$ cat config.mk
export PLATFORM = sky130hd
export DESIGN_NAME = permutation_unranking
export DESIGN_NICKNAME = d
export VERILOG_FILES = /design/src/sv/pu_pkg.sv /design/src/sv/pu_front.sv /design/src/sv/pu_queue.sv /design/src/sv/pu_back.sv /design/src/sv/permutation_unranking.sv
export SDC_FILE = /design/constraint.sdc
export NUM_CORES = 2
export LEC_CHECK = 0
export BUFFER_PORTS_ARGS = -buffer_cell sky130_fd_sc_hd__buf_4
export CORE_UTILIZATION = 50
export CTS_CLUSTER_DIAMETER = 60
export DETAILED_ROUTE_END_ITERATION = 6
export GPL_TIMING_DRIVEN = 0
export PLACE_DENSITY = 0.65
export SLEW_MARGIN = 40
export SYNTH_ARGS = -nofsm -noshare
export SYNTH_HDL_FRONTEND = slang
export SYNTH_HIERARCHICAL = 1
export SYNTH_SLANG_ARGS = --single-unit
$ cat constraint.sdc
create_clock -name i_clk -period 9.5 [get_ports i_clk]
set_input_delay 1.425 -clock i_clk [delete_from_list [all_inputs] [get_ports i_clk]]
set_output_delay 1.425 -clock i_clk [all_outputs]
set_load 0.02 [all_outputs]
$ cat src/sv/pu_pkg.sv
// pu_pkg: shared constants and types for the permutation unranking block.
// No dependencies. Used by pu_front, pu_queue, pu_back and permutation_unranking.
package pu_pkg;

    localparam int MAX_SET   = 20;
    localparam int CNT_W     = 5;                  // set size, pick length, element, position
    localparam int RANK_W    = 62;
    localparam int IDX_W     = $clog2(MAX_SET);    // unused-list / block-table index
    localparam int CFG_IDX_W = 2;
    localparam int CFG_W     = 5;

    // configuration register indexes
    localparam logic [CFG_IDX_W-1:0] REG_SET_SIZE    = CFG_IDX_W'(0);
    localparam logic [CFG_IDX_W-1:0] REG_PICK_LENGTH = CFG_IDX_W'(1);

    // one classified job handed from front to back
    typedef struct packed {
        logic [RANK_W-1:0] rank;
        logic [CNT_W-1:0]  n;
        logic [CNT_W-1:0]  r;
        logic              err;
    } t_job;

endpackage

$ cat src/sv/pu_front.sv
// pu_front: accepts a rank, builds the falling factorial n!/(n-r)! one factor
// per cycle and flags ranks at or above it. Depends on pu_pkg.
module pu_front import pu_pkg::*; (
    input  logic              i_clk,
    input  logic              i_rst_n,
    input  logic              i_push,
    input  logic [RANK_W-1:0] i_rank,
    input  logic [CNT_W-1:0]  i_n,
    input  logic [CNT_W-1:0]  i_r,
    output logic              o_full,
    input  logic              i_q_full,
    output logic              o_q_push,
    output t_job              o_q_job
);

    typedef enum logic [2:0] {
        F_IDLE = 3'b001,
        F_MUL  = 3'b010,
        F_PUSH = 3'b100
    } t_fstate;

    t_fstate                   r_state, n_state;
    logic [RANK_W-1:0]         r_rank;
    logic [RANK_W-1:0]         r_acc;
    logic [CNT_W-1:0]          r_n;
    logic [CNT_W-1:0]          r_r;
    logic [CNT_W-1:0]          r_k;
    logic [RANK_W+CNT_W-1:0]   prod;

    assign prod = r_acc * (r_n - r_k);

    always_comb begin
        n_state = r_state;
        unique case (r_state)
            F_IDLE: if (i_push) n_state = F_MUL;
            F_MUL:  if (r_k == r_r - CNT_W'(1)) n_state = F_PUSH;
            F_PUSH: if (!i_q_full) n_state = F_IDLE;
            default: n_state = F_IDLE;
        endcase
    end

    always_ff @(posedge i_clk) begin
        if (!i_rst_n) begin
            r_state <= F_IDLE;
        end else begin
            r_state <= n_state;
        end
    end

    always_ff @(posedge i_clk) begin
        if (r_state == F_IDLE && i_push) begin
            r_rank <= i_rank;
            r_n    <= i_n;
            r_r    <= i_r;
            r_acc  <= RANK_W'(1);
            r_k    <= '0;
        end else if (r_state == F_MUL) begin
            r_acc <= prod[RANK_W-1:0];
            r_k   <= r_k + CNT_W'(1);
        end
    end

    assign o_full       = (r_state != F_IDLE);
    assign o_q_push     = (r_state == F_PUSH) && !i_q_full;
    assign o_q_job.rank = r_rank;
    assign o_q_job.n    = r_n;
    assign o_q_job.r    = r_r;
    assign o_q_job.err  = (r_rank >= r_acc);

endmodule

$ cat src/sv/pu_queue.sv
// pu_queue: two-entry job queue between front and back.
// Depends on pu_pkg.
module pu_queue import pu_pkg::*; (
    input  logic i_clk,
    input  logic i_rst_n,
    input  logic i_push,
    input  t_job i_job,
    output logic o_full,
    input  logic i_pop,
    output logic o_empty,
    output t_job o_job
);

    t_job       r_mem [2];
    logic       r_wp;
    logic       r_rp;
    logic [1:0] r_cnt;
    logic       do_push;
    logic       do_pop;

    assign o_full  = (r_cnt == 2'd2);
    assign o_empty = (r_cnt == 2'd0);
    assign do_push = i_push && !o_full;
    assign do_pop  = i_pop && !o_empty;
    assign o_job   = r_mem[r_rp];

    always_ff @(posedge i_clk) begin
        if (!i_rst_n) begin
            r_wp  <= 1'b0;
            r_rp  <= 1'b0;
            r_cnt <= 2'd0;
        end else begin
            if (do_push) r_wp <= ~r_wp;
            if (do_pop)  r_rp <= ~r_rp;
            r_cnt <= r_cnt + 2'(do_push) - 2'(do_pop);
        end
    end

    always_ff @(posedge i_clk) begin
        if (do_push) r_mem[r_wp] <= i_job;
    end

endmodule

$ cat src/sv/pu_back.sv
// pu_back: unranks one job: builds the block-count table, then per position
// finds the digit by repeated subtraction and pulls the element from the
// unused list. Holds the output register. Depends on pu_pkg.
module pu_back import pu_pkg::*; (
    input  logic             i_clk,
    input  logic             i_rst_n,
    input  logic             i_q_empty,
    input  t_job             i_job,
    output logic             o_q_pop,
    input  logic             i_pop,
    output logic             o_empty,
    output logic [CNT_W-1:0] o_element,
    output logic [CNT_W-1:0] o_position,
    output logic             o_last,
    output logic             o_range_error
);

    typedef enum logic [4:0] {
        B_IDLE  = 5'b00001,
        B_BUILD = 5'b00010,
        B_READ  = 5'b00100,
        B_DIG   = 5'b01000,
        B_ERR   = 5'b10000
    } t_bstate;

    t_bstate                 r_state, n_state;
    logic [RANK_W-1:0]       r_blk_mem [MAX_SET];
    logic [RANK_W-1:0]       r_blk;
    logic [RANK_W-1:0]       r_rem;
    logic [RANK_W-1:0]       r_acc;
    logic [CNT_W-1:0]        r_n;
    logic [CNT_W-1:0]        r_r;
    logic [IDX_W-1:0]        r_k;
    logic [CNT_W-1:0]        r_pos;
    logic [IDX_W-1:0]        r_digit;
    logic [CNT_W-1:0]        r_list [MAX_SET];
    logic                    r_out_valid;
    logic [CNT_W-1:0]        r_elem;
    logic [CNT_W-1:0]        r_opos;
    logic                    r_last;
    logic                    r_err;

    logic [RANK_W+CNT_W-1:0] prod;
    logic [CNT_W-1:0]        left;
    logic                    take;
    logic                    out_can;
    logic                    start;
    logic                    emit;
    logic                    is_last;

    assign prod    = r_acc * (r_n - CNT_W'(r_k));
    assign left    = r_n - r_pos;
    assign take    = (r_rem >= r_blk) && (CNT_W'(r_digit) < left - CNT_W'(1));
    assign out_can = !r_out_valid || i_pop;
    assign start   = (r_state == B_IDLE) && !i_q_empty;
    assign emit    = (r_state == B_DIG) && !take && out_can;
    assign is_last = (r_pos == r_r - CNT_W'(1));
    assign o_q_pop = start;

    always_comb begin
        n_state = r_state;
        unique case (r_state)
            B_IDLE:  if (start) n_state = i_job.err ? B_ERR : B_BUILD;
            B_BUILD: if (r_k == '0) n_state = B_READ;
            B_READ:  n_state = B_DIG;
            B_DIG:   if (emit) n_state = is_last ? B_IDLE : B_READ;
            B_ERR:   if (out_can) n_state = B_IDLE;
            default: n_state = B_IDLE;
        endcase
    end

    always_ff @(posedge i_clk) begin
        if (!i_rst_n) begin
            r_state     <= B_IDLE;
            r_out_valid <= 1'b0;
        end else begin
            r_state <= n_state;
            if (emit || (r_state == B_ERR && out_can)) begin
                r_out_valid <= 1'b1;
            end else if (i_pop) begin
                r_out_valid <= 1'b0;
            end
        end
    end

    // block-count table: entry k is the number of permutations per digit at position k
    always_ff @(posedge i_clk) begin
        if (r_state == B_BUILD) r_blk_mem[r_k] <= r_acc;
        if (r_state == B_READ)  r_blk <= r_blk_mem[r_pos[IDX_W-1:0]];
    end

    always_ff @(posedge i_clk) begin
        unique case (r_state)
            B_IDLE: begin
                if (start) begin
                    r_n   <= i_job.n;
                    r_r   <= i_job.r;
                    r_rem <= i_job.rank;
                    r_acc <= RANK_W'(1);
                    r_k   <= IDX_W'(i_job.r - CNT_W'(1));
                    r_pos <= '0;
                    for (int i = 0; i < MAX_SET; i++) r_list[i] <= CNT_W'(i);
                end
            end
            B_BUILD: begin
                r_acc <= prod[RANK_W-1:0];
                r_k   <= r_k - IDX_W'(1);
            end
            B_READ: begin
                r_digit <= '0;
            end
            B_DIG: begin
                if (take) begin
                    r_rem   <= r_rem - r_blk;
                    r_digit <= r_digit + IDX_W'(1);
                end else if (emit) begin
                    r_pos <= r_pos + CNT_W'(1);
                    for (int i = 0; i < MAX_SET - 1; i++) begin
                        if (IDX_W'(i) >= r_digit) r_list[i] <= r_list[i+1];
                    end
                end
            end
            B_ERR: ;
            default: ;
        endcase
    end

    // output register
    always_ff @(posedge i_clk) begin
        if (emit) begin
            r_elem <= r_list[r_digit];
            r_opos <= r_pos;
            r_last <= is_last;
            r_err  <= 1'b0;
        end else if (r_state == B_ERR && out_can) begin
            r_elem <= '0;
            r_opos <= '0;
            r_last <= 1'b1;
            r_err  <= 1'b1;
        end
    end

    assign o_empty       = !r_out_valid;
    assign o_element     = r_elem;
    assign o_position    = r_opos;
    assign o_last        = r_last;
    assign o_range_error = r_err;

endmodule

$ cat src/sv/permutation_unranking.sv
// permutation_unranking: lexicographic r-permutation unranking of {0..n-1}.
// Front (pu_front) classifies each rank; back (pu_back) extracts the digits with a
// one-subtract-per-cycle digit search.
// Reset (synchronous, i_rst_n low) empties queue and output; set_size, pick_length = 20.
module permutation_unranking import pu_pkg::*; (
    input  logic                 i_clk,
    input  logic                 i_rst_n,
    // config write port
    input  logic                 i_cfg_we,
    input  logic [CFG_IDX_W-1:0] i_cfg_idx,
    input  logic [CFG_W-1:0]     i_cfg_data,
    // input queue side
    input  logic                 i_push,
    output logic                 o_full,
    input  logic [RANK_W-1:0]    i_rank,
    // result queue side
    output logic                 o_empty,
    input  logic                 i_pop,
    output logic [CNT_W-1:0]     o_element,
    output logic [CNT_W-1:0]     o_position,
    output logic                 o_last,
    output logic                 o_range_error
);

    logic [CNT_W-1:0] r_set_size;
    logic [CNT_W-1:0] r_pick_length;
    logic [CNT_W-1:0] eff_n;
    logic [CNT_W-1:0] eff_r;

    logic q_push, q_full, q_pop, q_empty;
    t_job f_job, b_job;

    // config registers; unknown indexes are dropped
    always_ff @(posedge i_clk) begin
        if (!i_rst_n) begin
            r_set_size    <= CNT_W'(MAX_SET);
            r_pick_length <= CNT_W'(MAX_SET);
        end else if (i_cfg_we) begin
            unique case (i_cfg_idx)
                REG_SET_SIZE:    r_set_size    <= i_cfg_data;
                REG_PICK_LENGTH: r_pick_length <= i_cfg_data;
                default: ;
            endcase
        end
    end

    // clamp n to 1..MAX_SET and r to 1..n
    always_comb begin
        eff_n = r_set_size;
        if (eff_n == '0) eff_n = CNT_W'(1);
        if (eff_n > CNT_W'(MAX_SET)) eff_n = CNT_W'(MAX_SET);
        eff_r = r_pick_length;
        if (eff_r == '0) eff_r = CNT_W'(1);
        if (eff_r > eff_n) eff_r = eff_n;
    end

    // front: takes a rank, computes the total and classifies the job
    pu_front u_front (
        .i_clk    (i_clk),
        .i_rst_n  (i_rst_n),
        .i_push   (i_push),
        .i_rank   (i_rank),
        .i_n      (eff_n),
        .i_r      (eff_r),
        .o_full   (o_full),
        .i_q_full (q_full),
        .o_q_push (q_push),
        .o_q_job  (f_job)
    );

    // decoupling queue: front may classify the next rank while back works
    pu_queue u_queue (
        .i_clk   (i_clk),
        .i_rst_n (i_rst_n),
        .i_push  (q_push),
        .i_job   (f_job),
        .o_full  (q_full),
        .i_pop   (q_pop),
        .o_empty (q_empty),
        .o_job   (b_job)
    );

    // back: digit extraction and element selection, one result per position
    pu_back u_back (
        .i_clk         (i_clk),
        .i_rst_n       (i_rst_n),
        .i_q_empty     (q_empty),
        .i_job         (b_job),
        .o_q_pop       (q_pop),
        .i_pop         (i_pop),
        .o_empty       (o_empty),
        .o_element     (o_element),
        .o_position    (o_position),
        .o_last        (o_last),
        .o_range_error (o_range_error)
    );

    // error result is a lone, zeroed, last transfer
    a_err_shape: assert property (@(posedge i_clk) disable iff (!i_rst_n)
        (!o_empty && o_range_error) |->
            (o_last && o_position == '0 && o_element == '0))
        else $error("range error result malformed");

    // normal results stay inside the permutation length
    a_pos_range: assert property (@(posedge i_clk) disable iff (!i_rst_n)
        (!o_empty && !o_range_error) |-> (o_position < eff_r))
        else $error("position beyond pick length");

    // last flag marks exactly the final position
    a_last_pos: assert property (@(posedge i_clk) disable iff (!i_rst_n)
        (!o_empty && !o_range_error) |-> (o_last == (o_position == eff_r - CNT_W'(1))))
        else $error("last flag misplaced");

    // elements come from the set
    a_elem_range: assert property (@(posedge i_clk) disable iff (!i_rst_n)
        (!o_empty && !o_range_error) |-> (o_element < eff_n))
        else $error("element outside set");

endmodule
Word-level counts from Yosys, hierarchy flattened --
Memories as Yosys holds them, arrays and structs flattened. A register that Yosys moved wholly into a read port is not among the register bits. Index checks and enable logic that the tools add are counted.
Word-level totals: register bits 323, memory bits (writable) 1486, memories kept 3
Memory list:
- u_back.r_blk_mem | words 20, bits a word 62, read ports 1, clocked after Yosys merged registers in 1, write ports 1, RTL line pu_back.sv:27 | logic [RANK_W-1:0] r_blk_mem [MAX_SET];
- u_queue.r_mem | words 2, bits a word 73, read ports 1, clocked after Yosys merged registers in 1, write ports 1, RTL line pu_queue.sv:14 | t_job r_mem [2];
- u_back.r_list | words 20, bits a word 5, read ports 20, clocked after Yosys merged registers in 1, write ports 20, RTL line pu_back.sv:36 | logic [CNT_W-1:0] r_list [MAX_SET];
Operators by class: add/sub/neg operators 14, multiply operators 2, order comparisons 24, equal/unequal tests 22, muxes and demuxes 159, bitwise gates (word level) 21, reduce and logical (&&, ||, !) cells 34
Operator list (number):
- $pmux 62 s2 | 2
- $mux 62 | 3
- $mux 5 | 37
- $mul 62x67->62 | 2
- $ge 62x62->1 | 2
- $mux 1 | 108
- $sub 62x62->62 | 1
- $ge 4x5->1 const A | 8
- $pmux 5 s2 | 3
- $pmux 5 s5 | 1
- $sub 5x1->5 const B | 5
- $ge 3x5->1 const A | 4
- $or 1x1->1 | 19
- $add 5x1->5 const B | 3
- $ge 5x5->1 const A | 3
- $logic_not 5->1 | 3
- $mux 3 | 4
- $sub 5x5->6 | 2
- $eq 5x5->1 | 2
- $ge 1x5->1 const A | 2
- $ge 2x5->1 const A | 2
- $ne 2x1->1 const B | 5
- $reduce_and 2->1 | 5
- $reduce_bool 2->1 | 5
- other kinds (26) | 45

Depth between registers and ports, before layout --
depth in word-level cells 12, depth in mapped cells 29

Modules after synthesis --
Netlist, hierarchy kept.
Modules (own cells, without submodules):
- pu_back | instances 1, cells an instance 4577, area an instance 74938.1 µm², sequential area each 46574.7 µm²
- pu_front | instances 1, cells an instance 1961, area an instance 17868.4 µm², sequential area each 3563.4 µm²
- pu_queue | instances 1, cells an instance 254, area an instance 5854.4 µm², sequential area each 4484.3 µm²
- permutation_unranking | instances 1, cells an instance 69, area an instance 634.4 µm², sequential area each 200.2 µm²

Least setup slack after synthesis --
Ideal clock, no wire load.
kind register to register, start point register u_back.r_k[0], end point register u_back.r_acc[61], data pin, setup time 0.254 ns, arrival 6.644 ns, setup slack 2.601 ns, cell stages (with the launch flop) 29, path buffers 2, clock period less this slack 6.899 ns, cells stage by stage edfxtp_1 > ha_1 > fa_1 > inv_1 > a21o_1 > a21oi_1 > xnor2_1 > clkbuf_1 > clkbuf_1 > nand2_1 > fa_1 > fa_1 > inv_1 > fa_1 > inv_1 > fa_1 > inv_1 > ha_1 > a211oi_1 > o21ai_2 > a31o_4 > a21oi_4 > a2bb2oi_2 > nand4b_2 > a311oi_4 > o31ai_2 > a2111oi_4 > nor2_1 > a21bo_1
Between the ends: word-level cells in the longest chain between the ends 3
Ends and longest elaborated chain:
- start: declaration | RTL line pu_back.sv:33 | logic [IDX_W-1:0] r_k;
- start signal: assignment | RTL line pu_back.sv:100 | r_k <= IDX_W'(i_job.r - CNT_W'(1));
- start signal: assignment | RTL line pu_back.sv:107 | r_k <= r_k - IDX_W'(1);
- $sub 5x5->6 | RTL line pu_back.sv:51 | assign prod = r_acc * (r_n - CNT_W'(r_k));
- $mul 62x67->62 | RTL line pu_back.sv:51
- $pmux 62 s2 | RTL line pu_back.sv:93 | unique case (r_state)
- end signal: assignment | RTL line pu_back.sv:106 | r_acc <= prod[RANK_W-1:0];
- end: declaration | RTL line pu_back.sv:30 | logic [RANK_W-1:0] r_acc;
Every way passes these cells. A chain may end at the register's enable or synchronous reset.

Worst setup path in the final report --
start point register u_back.r_k[0], end point register u_back.r_acc[60], data pin
The elaborated chain is that of the path after synthesis.

==> flow_metrics.py <==
metrics = {
    "power_and_ir_drop": {
        "leakagePower_nw": 42.2,
        "power_mw": 18.0,
        "p_per_area_nw_per_um2": 159,
        "power.ir.vdd_worst_v": 0.000187,
    },
    "placement": {
        "number_of_port_buffers": 87,
        "gp_congestion": 0.926,
        "dp_worst_setup_slack_ns": 0.672,
        "placed_cells_incl_taps": 9713,
        "dp.final_hpwl_microns": 193000,
    },
    "critical_path": {
        "critical_path_required_ns": 10.09,
        "worst_r2r_setup_slack_ns": 0.44,
        "setup.worst_path.class": "register to register",
        "r2r_cells": 27,
        "crit_path_dat_ns": 9.64,
        "critical_path.max_fanout": 10,
        "worstSetupEndpointType": "register",
        "timing.critical_path.from_type": "register",
    },
    "finish": {
        "final_nets": 8250,
        "layout.cells.non_filler": 10100,
        "sequential_cell_area_sq_um": 54800,
        "fill_cells": 15300,
        "layout-drive-gt1-share_pct": 17.5,
        "diodes": 0,
        "multi_input_comb_area_sq_um": 41400,
        "utilization_pct": 57.5,
        "syn2layout_area_growth_pct": 14.1,
    },
    "clocking": {
        "insertion_delay_ns": 0.87,
        "cts.hold.buffers_added": 0,
        "path_clk_slew_ns": 0.06,
        "total_of_cells_resized_after_clock_tree_synthesis": 0,
        "cts-root-to-sink-buffers": 3,
        "htreeDepth": 4,
        "cts_num_sinks": 1858,
        "post-cts-setup-buffer-count": 0,
        "cts_tree": "yes",
        "numCtsBuffers": 206,
        "cts.root.buffer_cell": "clkbuf_16",
    },
    "global_routing": {
        "overflow": 0,
        "grt_pass1_vias": 60000,
        "grt_usage_pct": 26.6,
        "antenna_violations_before_repair": 6,
        "first_pass_grt_wire_length_microns": 391000,
        "grt_start_max_net_pins": 45,
    },
    "sta": {
        "relSlewSlack_pct": 39.7,
        "fin_crit_sh_pct": 95.3,
        "count_of_final_setup_violators": 0,
        "clock.fmax_mhz": 110,
        "clock-skew-final_ns": 0.0406,
        "timing.final.ws_setup_ns": 0.444,
        "timing.final.max_slew_violations": 0,
        "final_period_demand_of_the_worst_path_ns": 9.06,
        "unrepaired_setup_endpoints_after_global_routing": "no",
        "max_slew.worst_pin.slew_ns": 0.900,
        "finalHoldViolCount": 0,
    },
    "logic_synthesis": {
        "ys_ff_latch": 1858,
        "net_count_of_the_mapped_netlist": 7796,
        "share_of_async_settable_or_async_resettable_flops_after_synthesis_pct": 0,
        "synth_warnings": 6,
        "netlist-cell-type-count": 104,
        "postSynthAreaPerCell_sq_um": 14.5,
        "synth-edff-count": 1761,
        "synth_largest_area_cell": "edfxtp_1",
        "post_synth_instance_area_sq_um": 99300,
        "synthesis.instances": 6861,
        "sequential_fraction_of_the_synthesis_area_pct": 55.2,
        "synth_largest_type_area_fraction_pct": 53.3,
        "synth_top_cells_by_area": "edfxtp_1, fa_1, mux4_2, ha_1, and2_1",
        "synth_flop_cell": "edfxtp_1",
    },
    "die": {
        "initial_core_util_pct": 50.3,
        "design.die.area_sq_um": 200000,
        "chipHeight_microns": 448,
        "core_sq_um": 197000,
        "num_io_pins": 88,
        "rows": 163,
        "width_of_the_die_microns": 448,
    },
    "detailed_routing": {
        "first_pass_iters": 5,
        "totalWireLength_microns": 263000,
        "detail-route-antenna-nets": 0,
        "drt_initial_violations": 6143,
        "routedWlPerCell_microns": 25.9,
        "detail_route.drc_violations": 0,
        "vias_per_cell": 5.89,
        "vias": 59700,
    },
    "run": {
        "max_cap_violations": 0,
    },
    "min_path": {
        "hold_path.class": "register to register",
        "min_path_cells": 0,
    },
    "run_status": {
        "status": "completed",
    },
}
## metrics by stage
step / hold slack [ns] / area [sq um] / setup TNS (ns)
after floorplan: 0.445 / 99300 / 0
after global placement: 0.464 / 103000 / -65.81
after detailed placement: 0.480 / 106000 / 0
after CTS: 0.488 / 113000 / 0
after global routing: 0.500 / 113000 / 0
final: 0.479 / 113000 / 0
## synth_stat cells, types with 7 or more instances
cell type and number:
edfxtp_1 1761, inv_1 531, fa_1 464, nand2_1 413
ha_1 397, mux4_2 394, nor2_1 373, and2_1 323
a21oi_1 271, clkbuf_1 232, o21ai_0 205, nand2b_1 178
xnor2_1 133, a21o_1 126, nor2b_1 98, dfxtp_1 97
xor2_1 75, mux2_4 70, mux2_2 69, nand3_1 60
nand4_1 57, nor3_1 41, o21a_1 34, o21bai_1 34
and3_1 33, a31oi_1 32, buf_1 30, or2_2 30
a211oi_1 22, mux2i_1 22, or3_1 18, o211ai_1 16
o21ai_1 15, buf_2 12, nand3b_1 11, nor4_1 11
o31ai_1 11, and4_1 10, a2111oi_0 8, a211o_1 8
nor3b_1 8, a41oi_1 7, buf_12 7
## cell families (layout without fill, tap and decap cells)
kind of cell,count (synthesis),count (layout),synth area share [%]
and+or+nand+nor,1684,1684,8.62
DFF,1858,1858,55.2
adders and majority gates,861,861,14.4
buffers and inverters,822,1458,3.30
AOI/OAI and AO/OA,871,871,5.64
xor gates and xnor gates,209,209,1.86
muxes,556,556,11.0
## worst max-delay path, stage by stage, from the launching register on
cell and delay [ns]:
edfxtp_1 0.51, ha_1 0.27, fa_1 0.43, inv_1 0.09, a21o_1 0.12, a21oi_1 0.08
xnor2_1 0.59, clkbuf_2 0.52, clkbuf_1 0.55, nand2_1 0.16, fa_1 0.54, fa_1 0.51
inv_1 0.05, fa_1 0.48, inv_1 0.05, fa_1 0.49, fa_1 0.42, nand2b_1 0.18
a21oi_1 0.18, nor3b_1 0.09, o21ai_0 0.42, o21ai_0 0.38, a211o_1 0.39, o21ai_0 0.50
o21ai_0 0.28, a21oi_1 0.23, o21ai_0 0.11, nor3b_1 0.14
## layout by cell type, fill, tap and decap left out, drive strengths merged, types with 16 or more instances in the layout
master and count:
nand3 60, a211oi 25, nor2b 100, nand4 57, clkbuf 466, o211ai 16
buf 298, or3 18, nand2b 178, or2 32, dfxtp 97, mux2 140
o21bai 34, mux2i 22, bufinv 21, edfxtp 1761, mux4 394, nor3 42
a21oi 274, xnor2 133, and3 34, fa 464, clkinv 103, a31oi 32
a21o 129, and2 323, nand2 414, inv 557, nor2 373, o21ai 226
o21a 34, xor2 75, ha 397
## layer usage
metal  part of all wire [%]  global-route usage [%]
met1                     43                    38.4
met2                     47                    41.5
met3                    7.5                    4.43
met4                    2.9                    7.96
met5                 0.0076                       0
## final timing paths
| kind | start | end |
|---|---|---|
| setup reg to reg | u_back/r_k[0]$_DFFE_PP_ | u_back/r_acc[60]$_SDFFCE_PN0P_ |
| hold / removal | u_front/r_rank[56]$_DFFE_PP_ | u_queue/r_mem[0][67]$_DFFE_PP_ |
| hold reg to reg | u_front/r_rank[56]$_DFFE_PP_ | u_queue/r_mem[0][67]$_DFFE_PP_ |
| setup / recovery | u_back/r_k[0]$_DFFE_PP_ | u_back/r_acc[60]$_SDFFCE_PN0P_ |
## cell type report
type / instances / area share [%]
Clock inverter: 160 / 1.41
Multi-Input combinational cell: 4181 / 36.6
Sequential cell: 1858 / 48.4
Tap cell: 2640 / 2.92
Buffer: 289 / 1.22
Clock buffer: 230 / 4.65
Timing Repair Buffer: 246 / 3.09
Inverter: 533 / 1.77
## where the power goes
| group | switching, mW | leakage (nW) | internal [mW] | total, mW |
|---|---|---|---|---|
| logic | 0.603 | 22.3 | 0.392 | 0.996 |
| clock network | 3.44 | 3.33 | 4.61 | 8.05 |
| registers | 0.0686 | 16.5 | 8.89 | 8.96 |
## registers in the layout, summed over array words and instances (netlist names), 62 cells and up, named ones only
| register | cells |
|---|---|
| u_back/r_acc | 62 |
| u_back/r_blk | 62 |
| u_back/r_blk_mem | 1240 |
| u_back/r_list | 81 |
| u_back/r_rem | 62 |
| u_front/r_acc | 62 |
| u_front/r_rank | 62 |
| u_queue/r_mem | 146 |
Power figures use the tool's default switching activity.
